--- config.mk ---
export PLATFORM = sky130hd
export DESIGN_NAME = msm_vmem
export DESIGN_NICKNAME = d
export VERILOG_FILES = /design/src/rtl/multichannel_sample_mixer_top_macros.svh /design/src/rtl/msm_pkg.sv /design/src/rtl/msm_vmem.sv
export SDC_FILE = /design/constraint.sdc
export NUM_CORES = 1
export LEC_CHECK = 0
export BUFFER_PORTS_ARGS = -buffer_cell sky130_fd_sc_hd__buf_2
export CORE_MARGIN = 2
export CORE_UTILIZATION = 40
export DETAILED_ROUTE_END_ITERATION = 6
export GPL_ROUTABILITY_DRIVEN = 1
export PLACE_DENSITY = 0.56
export REMOVE_ABC_BUFFERS = 1
export SLEW_MARGIN = 20
export SYNTH_ARGS = -nofsm -noshare
export SYNTH_HDL_FRONTEND = slang
export SYNTH_SLANG_ARGS = --single-unit
--- constraint.sdc ---
create_clock -name clk -period 1.9 [get_ports clk]
set_input_delay 0.19 -clock clk [delete_from_list [all_inputs] [get_ports clk]]
set_output_delay 0.19 -clock clk [all_outputs]
set_load 0.01 [all_outputs]
--- src/rtl/multichannel_sample_mixer_top_macros.svh ---
// Assertion macros shared by the mixer RTL.
`ifndef MULTICHANNEL_SAMPLE_MIXER_TOP_MACROS_SVH
`define MULTICHANNEL_SAMPLE_MIXER_TOP_MACROS_SVH

// Same-cycle implication, checked at every rising edge outside reset.
`define MSM_ASSERT_SAME(lbl, ante, cons, msg) \
  lbl: assert property (@(posedge clk) disable iff (!rst_n) (ante) |-> (cons)) \
    else $error(msg);

// Next-cycle implication, checked at every rising edge outside reset.
`define MSM_ASSERT_NEXT(lbl, ante, cons, msg) \
  lbl: assert property (@(posedge clk) disable iff (!rst_n) (ante) |=> (cons)) \
    else $error(msg);

`endif

--- src/rtl/msm_pkg.sv ---
// Shared types, constants and field widths of the sample mixer.
package msm_pkg;

  localparam int VOICES_DEF           = 32;
  localparam int SAMPLE_ADDR_BITS_DEF = 16;

  localparam int IN_TDATA_W  = 96;
  localparam int OUT_TDATA_W = 72;

  localparam int END_W  = 18;
  localparam int FRAC_W = 16;
  localparam int STEP_W = 20;
  localparam int RATE_W = 16;
  localparam int GAIN_W = 7;
  localparam int ACC_W  = 24;
  localparam int DIV_W  = 32;

  localparam logic [STEP_W-1:0] STEP_MAX  = 20'hFFFFF;
  localparam logic [22:0]       RECIP_K   = 23'd5621684;  // floor(2^30 / 191)
  localparam logic [7:0]        SCALE_DIV = 8'd191;

  typedef enum logic [2:0] {
    OP_WRITE  = 3'd0,
    OP_START  = 3'd1,
    OP_PARAMS = 3'd2,
    OP_STOP   = 3'd3,
    OP_MIX    = 3'd4
  } opcode_t;

  localparam logic [1:0] CFG_OUTPUT_RATE = 2'd0;
  localparam logic [1:0] CFG_FLIP_PAN    = 2'd1;
  localparam logic [1:0] CFG_SOUND_EN    = 2'd2;

endpackage

--- src/rtl/msm_vmem.sv ---
// Per-voice state memory; entries never written read back as zero.
module msm_vmem import msm_pkg::*; #(
  parameter int VOICES = VOICES_DEF,
  parameter int ENT_W  = 8,
  localparam int CHB   = (VOICES > 1) ? $clog2(VOICES) : 1
) (
  input  logic             clk,
  input  logic             rst_n,
  input  logic             we,
  input  logic [CHB-1:0]   waddr,
  input  logic [ENT_W-1:0] wdata,
  input  logic [CHB-1:0]   raddr,
  output logic [ENT_W-1:0] rdata
);

  logic [ENT_W-1:0]  mem_r [VOICES];
  logic [VOICES-1:0] written_r;
  logic [ENT_W-1:0]  rd_r;
  logic              rd_ok_r;

  always_ff @(posedge clk) begin
    if (we) begin
      mem_r[waddr] <= wdata;
    end
    rd_r <= mem_r[raddr];
  end

  always_ff @(posedge clk) begin
    if (!rst_n) begin
      written_r <= '0;
      rd_ok_r   <= 1'b0;
    end else begin
      if (we) begin
        written_r[waddr] <= 1'b1;
      end
      rd_ok_r <= written_r[raddr];
    end
  end

  assign rdata = rd_ok_r ? rd_r : '0;

endmodule

==> results.ini <==
[run_status]
run_status = finished, final reports clean

[floorplan]
num_rows = 61
dieArea_mm2 = 0.02959
die_y_um = 172.0
core_mm2 = 0.02778
design.portCount = 29
start_util_pct = 40.65
die_x_um = 172.0

[synthesis]
synth_edf_count = 256
synth-async-reset-ratio_pct = 0
ys_seq_area_share_pct = 75.34
synth.distinct_cells = 23
synth_warnings = 0
ys.flop_type = edfxtp_1
synthCells = 546
synth_area_mm2 = 0.01129
synth_seq_cells = 297
avgSynthCellArea_um2 = 20.68

[clock_network]
postCtsHoldBufs = 1
insertion_delay_ns = 0.55
cts_tree = done
clkSlewWorstSetupHoldPaths_ns = 0.06
h-tree-depth = 1
cts_root_buf = clkbuf_16
post_cts_resized = 0
cts_buffer_depth = 3
cts_buffers = 30
cts_sinks = 297
cts_setup_buffers = 0

[route]
route.detailed.drc = 0
dr.pass1.iters = 4
dr_total_vias = 5425
first_iter_violations = 568
ant_nets = 0
routed_wl_mm = 24.73
viasPerCell = 5.236
post_drt_wl_per_cell_um = 23.87

[worst_hold_path]
min_path_cells = 3
hp-class = input pin to flip-flop
min-delay-start = raddr[4]

[cells_and_area]
final_nets = 656
n_antenna_cell = 0
final_util_pct = 48.27
final_cell_mix = 256 x edfxtp_1, 90 x nor2_1, 87 x mux4_2
drive_gt1_share_pct = 34.04
multi_input_area_mm2 = 0.002648
layout_commonest_cell = edfxtp_1
regArea_mm2 = 0.008508
area_delta_synth_final_pct = 18.73
fill_cells = 2291

[setup_path]
r2r_start = mem_r[19][5]
cp.arrival_ns = 2.23
cp_top_family = multiplexers
rr_endpoint = rd_r[5]
worstSetupPathType = flip-flop to flip-flop
path_common_cell = mux4_2
path_cells = mux4_2 > mux4_2 > mux2_2
startpoint_type = flip-flop
cpPeakStageDelay_ns = 0.53
endpoint = rd_r[5]
path_buf_inv = 0
crit_path_end_kind = flip-flop
path_depth = 3
cp_max_fo = 1
cp_slowest_cell = mux4_2
required_ns = 2.32
rrSetupSlack_ns = 0.1
rr_worst_depth = 3
crit_start = mem_r[19][5]

[power]
pwr-share-comb_pct = 5.1
max-vdd-ir-drop_v = 0.0004376
power_frac_clock_pct = 43.2
netSwitchingFraction_pct = 19.69
total_power_mw = 13.95
p_switching_mw = 2.747
powerDensity_mw_per_mm2 = 1041
seqPwrFrac_pct = 51.7
power_leakage_nw = 4.415
p_int_mw = 11.21

[timing]
setup_ws_ns = 0.09833
worst_pin_slew_ns = 0.5953
fin_crit_sh_pct = 94.82
finClkSkew_ns = 0.01529
slew_headroom_pct = 60.31
drv_slew = 0
rsz0062_at_grt = no
max_freq_mhz = 555.0
setup_viol = 0
fin_crit_ns = 1.802
hold_viol = 0

[grt]
grt_antenna_before_repair = 0
grt_max_degree = 33
grt_pass1_vias = 5755
gr-total-overflow = 0
track_usage_pct = 17.42
grt_pass1_wl_mm = 36.98

[job]
maxCapViolCount = 0

[placed_design]
io_buffers = 28
place.gp.congestion = 0.7195
dp_hpwl_mm = 15.62
detailedPlace.worstSlack_ns = -0.2805

==> synth_stat cells, types with 3 or more instances <==
library cell | number | share of area, %
buf_4 | 6 | 0.40
mux2i_1 | 4 | 0.35
nor2_1 | 90 | 3.0
edfxtp_1 | 256 | 68
nand3_1 | 3 | 0.13
dfxtp_1 | 41 | 7.3
nand3b_1 | 5 | 0.33
or3b_2 | 3 | 0.23
clkbuf_1 | 15 | 0.50
and2_1 | 8 | 0.44
mux4_2 | 87 | 17
o21a_1 | 4 | 0.27
mux2_2 | 9 | 0.90
==> per-stage QoR <==
| stage | hold slack [ns] | area [µm²] | TNS [ns] | std cells |
|---|---|---|---|---|
| detailed placement | 0.4535 | 12380 | -1.994 | 980 |
| CTS | 0.1073 | 13410 | 0 | 1036 |
| finish | 0.1304 | 13410 | 0 | 1036 |
| floorplan | 0.2886 | 11160 | 0 | 520 |
| global placement | 0.4425 | 12380 | -1.928 | 980 |
| global route | 0.1261 | 13410 | 0 | 1036 |
==> power groups by stage <==
stage	combinational, mW	sequential [mW]	clock, mW
final	0.717	7.21	6.02
after floorplan	0.315	7.33	0
after global placement	0.717	7.35	0
after detailed placement	0.731	7.35	0
after CTS	0.733	7.22	6.13
after global routing	0.773	7.22	6.39
==> final cells by class <==
| type | count | area share [%] |
|---|---|---|
| tap | 378 | 3.527 |
| clock buffer | 40 | 6.112 |
| clock inverter | 15 | 1.456 |
| sequential | 297 | 63.45 |
| inverter | 2 | 0.05599 |
| multi-input combinational | 221 | 19.74 |
| timing repair buffer | 83 | 5.655 |
==> sequential cells by signal, indices dropped and copies added (netlist names) <==
register   flops
written_r     32
rd_r           8
rd_ok_r        1
mem_r        256
==> per-layer routing <==
layer	GRT usage (%)	vias up	wire length, µm	share of wire, %
met5	0	-	0	0
met4	5.407	0	644	2.6
met3	1.900	37	1014	4.1
met2	28.39	130	11920	48
met1	24.95	2880	11150	45
li1	-	2378	-	-
==> worst min-delay path by stage <==
stage | end
global route | rd_ok_r
floorplan | rd_ok_r
CTS | rd_ok_r
detailed placement | written_r[16]
finish | rd_ok_r
global placement | written_r[16]
==> cells by family (layout without fill, tap and decap cells) <==
logic type             count (synthesis)  after routing  synth area share (%)
and+or+nand+nor                      113            113                 4.310
AOI/OAI and AO/OA                      8              8                0.5318
muxes                                100            100                 18.60
buffers and inverters                 28            140                 1.219
DFF                                  297            297                 75.34
==> tightest hold or removal path: stages <==
cell and delay, ns:
buf_2 0.10, buf_12 0.18, a31oi_1 0.12
Note: power is estimated with default switching activity, not from simulation.
