### src/rtl/multichannel_sample_mixer_top_macros.svh
// Assertion macros shared by the mixer RTL.
`ifndef MULTICHANNEL_SAMPLE_MIXER_TOP_MACROS_SVH
`define MULTICHANNEL_SAMPLE_MIXER_TOP_MACROS_SVH

// Same-cycle implication, checked at every rising edge outside reset.
`define MSM_ASSERT_SAME(lbl, ante, cons, msg) \
  lbl: assert property (@(posedge clk) disable iff (!rst_n) (ante) |-> (cons)) \
    else $error(msg);

// Next-cycle implication, checked at every rising edge outside reset.
`define MSM_ASSERT_NEXT(lbl, ante, cons, msg) \
  lbl: assert property (@(posedge clk) disable iff (!rst_n) (ante) |=> (cons)) \
    else $error(msg);

`endif

### src/rtl/msm_pkg.sv
// Shared types, constants and field widths of the sample mixer.
package msm_pkg;

  localparam int VOICES_DEF           = 32;
  localparam int SAMPLE_ADDR_BITS_DEF = 16;

  localparam int IN_TDATA_W  = 96;
  localparam int OUT_TDATA_W = 72;

  localparam int END_W  = 18;
  localparam int FRAC_W = 16;
  localparam int STEP_W = 20;
  localparam int RATE_W = 16;
  localparam int GAIN_W = 7;
  localparam int ACC_W  = 24;
  localparam int DIV_W  = 32;

  localparam logic [STEP_W-1:0] STEP_MAX  = 20'hFFFFF;
  localparam logic [22:0]       RECIP_K   = 23'd5621684;  // floor(2^30 / 191)
  localparam logic [7:0]        SCALE_DIV = 8'd191;

  typedef enum logic [2:0] {
    OP_WRITE  = 3'd0,
    OP_START  = 3'd1,
    OP_PARAMS = 3'd2,
    OP_STOP   = 3'd3,
    OP_MIX    = 3'd4
  } opcode_t;

  localparam logic [1:0] CFG_OUTPUT_RATE = 2'd0;
  localparam logic [1:0] CFG_FLIP_PAN    = 2'd1;
  localparam logic [1:0] CFG_SOUND_EN    = 2'd2;

endpackage

### src/rtl/msm_div.sv
// Restoring divider, one quotient bit per cycle.
module msm_div import msm_pkg::*; (
  input  logic             clk,
  input  logic             rst_n,
  input  logic             start,
  input  logic [DIV_W-1:0] dividend,
  input  logic [15:0]      divisor,
  output logic             busy,
  output logic [DIV_W-1:0] quotient
);

  logic [5:0]       cnt_r;
  logic             busy_r;
  logic [DIV_W-1:0] q_r;
  logic [15:0]      rem_r;
  logic [15:0]      dsr_r;
  logic [16:0]      sh;
  logic [16:0]      diff;

  assign sh   = {rem_r, q_r[DIV_W-1]};
  assign diff = sh - {1'b0, dsr_r};

  always_ff @(posedge clk) begin
    if (!rst_n) begin
      busy_r <= 1'b0;
      cnt_r  <= '0;
    end else if (start) begin
      busy_r <= 1'b1;
      cnt_r  <= 6'(DIV_W);
    end else if (busy_r) begin
      cnt_r <= cnt_r - 6'd1;
      if (cnt_r == 6'd1) begin
        busy_r <= 1'b0;
      end
    end
  end

  always_ff @(posedge clk) begin
    if (start) begin
      q_r   <= dividend;
      rem_r <= '0;
      dsr_r <= divisor;
    end else if (busy_r) begin
      // Remainder stays below the divisor, so 16 bits hold it.
      if (sh >= {1'b0, dsr_r}) begin
        rem_r <= diff[15:0];
        q_r   <= {q_r[DIV_W-2:0], 1'b1};
      end else begin
        rem_r <= sh[15:0];
        q_r   <= {q_r[DIV_W-2:0], 1'b0};
      end
    end
  end

  assign busy     = busy_r;
  assign quotient = q_r;

endmodule

### config.mk
export PLATFORM = sky130hd
export DESIGN_NAME = msm_div
export DESIGN_NICKNAME = d
export VERILOG_FILES = /design/src/rtl/multichannel_sample_mixer_top_macros.svh /design/src/rtl/msm_pkg.sv /design/src/rtl/msm_div.sv
export SDC_FILE = /design/constraint.sdc
export NUM_CORES = 1
export LEC_CHECK = 0
export ABC_CLOCK_PERIOD_IN_PS = 2400
export BUFFER_PORTS_ARGS = -buffer_cell sky130_fd_sc_hd__buf_2
export CORE_ASPECT_RATIO = 0.5
export CORE_MARGIN = 1
export CORE_UTILIZATION = 50
export CTS_CLUSTER_DIAMETER = 150
export DETAILED_ROUTE_END_ITERATION = 12
export PLACE_DENSITY = 0.84
export SLEW_MARGIN = 20
export SYNTH_ARGS = -nofsm -noshare
export SYNTH_HDL_FRONTEND = slang
export SYNTH_SLANG_ARGS = --single-unit
### constraint.sdc
create_clock -name clk -period 2.4 [get_ports clk]
set_input_delay 0.48 -clock clk [delete_from_list [all_inputs] [get_ports clk]]
set_output_delay 0.48 -clock clk [all_outputs]
set_load 0.03 [all_outputs]
==> results.cfg <==
[sta]
skew_ns = 0.00608
slew_violations = 0
fin_crit_sh = 0.953
fin_tns_setup_ns = 0
layout_min_cycle_time_ns = 2.29
hold_viol_final = 0
hold_slack_ns = 0.317
max_slew_margin = 0.507
rsz0062_at_grt = false
worstMarginPinSlew_ns = 0.737
max_freq_mhz = 437
setup_violations = 0

[clocking]
h-tree-depth = 3
cts_root_buf = clkbuf_16
clock_path_buffers = 2
hold_buffers = 0
clk_latency_ns = 0.33
tritoncts = yes
clk_pin_slew_worst_paths_ns = 0.06
cts_buffers = 9
cts_sinks = 71

[critical_path]
worstSetupEndpointType = flop
path_cells = inv_1 -> ha_2 -> fa_2 -> nand2b_4 -> a21oi_4 -> o21a_1 -> o31a_1 -> o21a_1 -> or3_1 -> o21ai_1
path_common_cell = o21a_1
startpoint_type = flop
crit_start = quotient[31]$_DFFE_PP_
slowest_stage = edfxtp_1
cp_max_fo = 4
required_ns = 2.67
crit_type = reg -> reg
r2r_start = quotient[31]$_DFFE_PP_
slowest_delay_ns = 0.42
worstPathArrival_ns = 2.55
regToRegSetupSlack_ns = 0.11

[place]
gp_congestion = 0.897
portBuffers = 83
hpwl_microns = 5320

[die]
ios = 84
core_area_sq_um = 6880
rows = 21
die_w_microns = 123
die_y_microns = 62.6
floorplan.die_area_sq_um = 7720
initial_utilization = 0.534

[routing]
wl_microns = 7530
drt_iter0_drc = 121
ant_nets = 0
drc = 0
wl_met2_microns = 3570
wl_per_cell_microns = 14.8
wirelength_met1_microns = 3390
wl_met3_microns = 499
via_per_inst = 5.35
drtPass1Iterations = 4
num_vias = 2718
top_layer = met4

[run_status]
status = completed

[grt]
grt_max_degree = 40
grt-ovfl-total = 0
grt_pass1_vias = 2619
antenna_found_initial = 0
grt_pass1_wl_microns = 12400
grtUsageTotal = 0.214

[synthesis]
synth_top_area_frac = 0.392
ys_warn_count = 0
synth_area_per_cell_sq_um = 11.4
async_reset_ff_frac = 0
yosys.area.top_type = edfxtp_1
synth_edf_count = 48
netlist_area_sq_um = 3670
synthCells = 322
synth_fp_nets = 392
synth.area.top_cells = edfxtp_1, dfxtp_1, mux2_2, ha_1, nor2_1
ys_ff_latch = 71
synth_common_cells = edfxtp_1, mux2_2, nor2_1
synth-main-ff-cell = edfxtp_1
synth_most_common_cell = edfxtp_1
synth_seq_area_share = 0.518
synth_cell_types = 47

[job]
max_cap_violations = 0

[final_layout]
antennaDiodeCount = 0
num-nets-final = 481
area_delta_synth_final_pct = 22.6
drive_gt1_frac = 0.353

[power_and_ir_drop]
ir_drop_mv = 0.577
p_leak_nw = 1.92
powerDensity_nw_per_um2 = 722

[min_path]
hold_start = divisor[10]
min_path_type = in -> reg
-- logic make-up (layout without fill, tap and decap cells) --
kind of cell	after synthesis	count (layout)	share of synthesized area
AND/OR/NAND/NOR	77	77	0.0977
XOR/XNOR	17	17	0.0405
flip-flops	71	71	0.518
buffers and inverters	34	128	0.0412
multiplexers	38	38	0.114
adder cells (fa/ha/maj)	19	19	0.0667
AO/OA/AOI/OAI	66	66	0.122
-- final cells by class --
| cell class | count | area [sq um] |
|---|---|---|
| clock inverter | 7 | 48.8 |
| sequential | 71 | 1900 |
| clock buffer | 9 | 225 |
| inverter | 22 | 82.6 |
| fill | 532 | 2380 |
| timing repair buffer | 90 | 493 |
| multi-input combinational | 217 | 1640 |
| tap | 92 | 115 |
-- repair_timing --
item	4_1_cts	5_1_grt
endpoints found under the hold margin	0	0
setup endpoints to repair	0	1
setup buffers	0	1
gates resized for setup	0	4
-- power breakdown --
group | total [mW] | internal [mW] | switching (mW)
combinational | 0.570 | 0.228 | 0.342
sequential | 1.47 | 1.42 | 0.0533
clock | 1.21 | 0.699 | 0.507
-- worst paths after layout --
check                                end  depth (start not counted)
setup reg to reg  rem_r[14]$_SDFFE_PP0P_                         10
setup / recovery  rem_r[14]$_SDFFE_PP0P_                         10
hold reg to reg    rem_r[7]$_SDFFE_PP0P_                          2
hold / removal       dsr_r[10]$_DFFE_PP_                          1
-- placed cells by master, fill, tap and decap left out, types with 2 or more instances in the layout --
| cell | Yosys | final |
|---|---|---|
| mux2_2 | 31 | 31 |
| a211oi_1 | 4 | 4 |
| dfxtp_1 | 23 | 23 |
| buf_2 | 2 | 83 |
| nand3_1 | 8 | 8 |
| nand2b_1 | 7 | 7 |
| o21a_1 | 4 | 4 |
| inv_1 | 22 | 22 |
| o311ai_1 | 5 | 5 |
| o21ai_1 | 6 | 6 |
| o211ai_1 | 2 | 2 |
| a32oi_1 | 3 | 3 |
| a21o_1 | 2 | 2 |
| clkinv_2 | 0 | 3 |
| nor2_1 | 27 | 27 |
| buf_4 | 1 | 5 |
| o21ai_0 | 8 | 8 |
| o31ai_1 | 3 | 3 |
| nand2_1 | 20 | 20 |
| edfxtp_1 | 48 | 48 |
| xnor2_1 | 8 | 8 |
| clkinv_4 | 0 | 2 |
| clkbuf_16 | 0 | 9 |
| ha_1 | 18 | 17 |
| nor2b_1 | 3 | 3 |
| nor3_1 | 5 | 5 |
| buf_12 | 0 | 2 |
| xor2_1 | 9 | 9 |
| mux2i_1 | 7 | 7 |
| or3_1 | 2 | 2 |
| a21oi_1 | 17 | 17 |
-- state kept, by name, summed over array words and instances, names as in the netlist --
name      flops
quotient     32
busy          1
cnt_r         6
dsr_r        16
rem_r        16
-- per-layer routing --
metal / up-vias / global-route usage
li1: 1359 / -
met1: 1265 / 0.266
met2: 87 / 0.349
met3: 7 / 0.0849
met4: 0 / 0.0497
met5: - / 0
-- worst max-delay path: cells and delay by family (launching register included) --
kind | cells | cell delay (ns)
fa+ha+maj | 2 | 0.41
buf+inv | 1 | 0.09
compound gates | 5 | 0.83
simple gates | 2 | 0.47
flops | 1 | 0.42
-- through the flow --
stage / instances / cell area, sq um / total power, mW / util / worst slack, ns
3_5_place_dp: 491 / 4210 / 2.05 / 0.611 / 0.0771
6_report: 508 / 4510 / 3.25 / 0.654 / 0.112
4_1_cts: 507 / 4480 / 3.27 / 0.651 / 0.0249
2_1_floorplan: 322 / 3670 / 1.88 / - / 0.0410
3_3_place_gp: 491 / 4210 / 2.04 / 0.611 / 0.170
5_1_grt: 508 / 4510 / 3.38 / 0.654 / 0.00286
(Power assumes the default switching activity.)
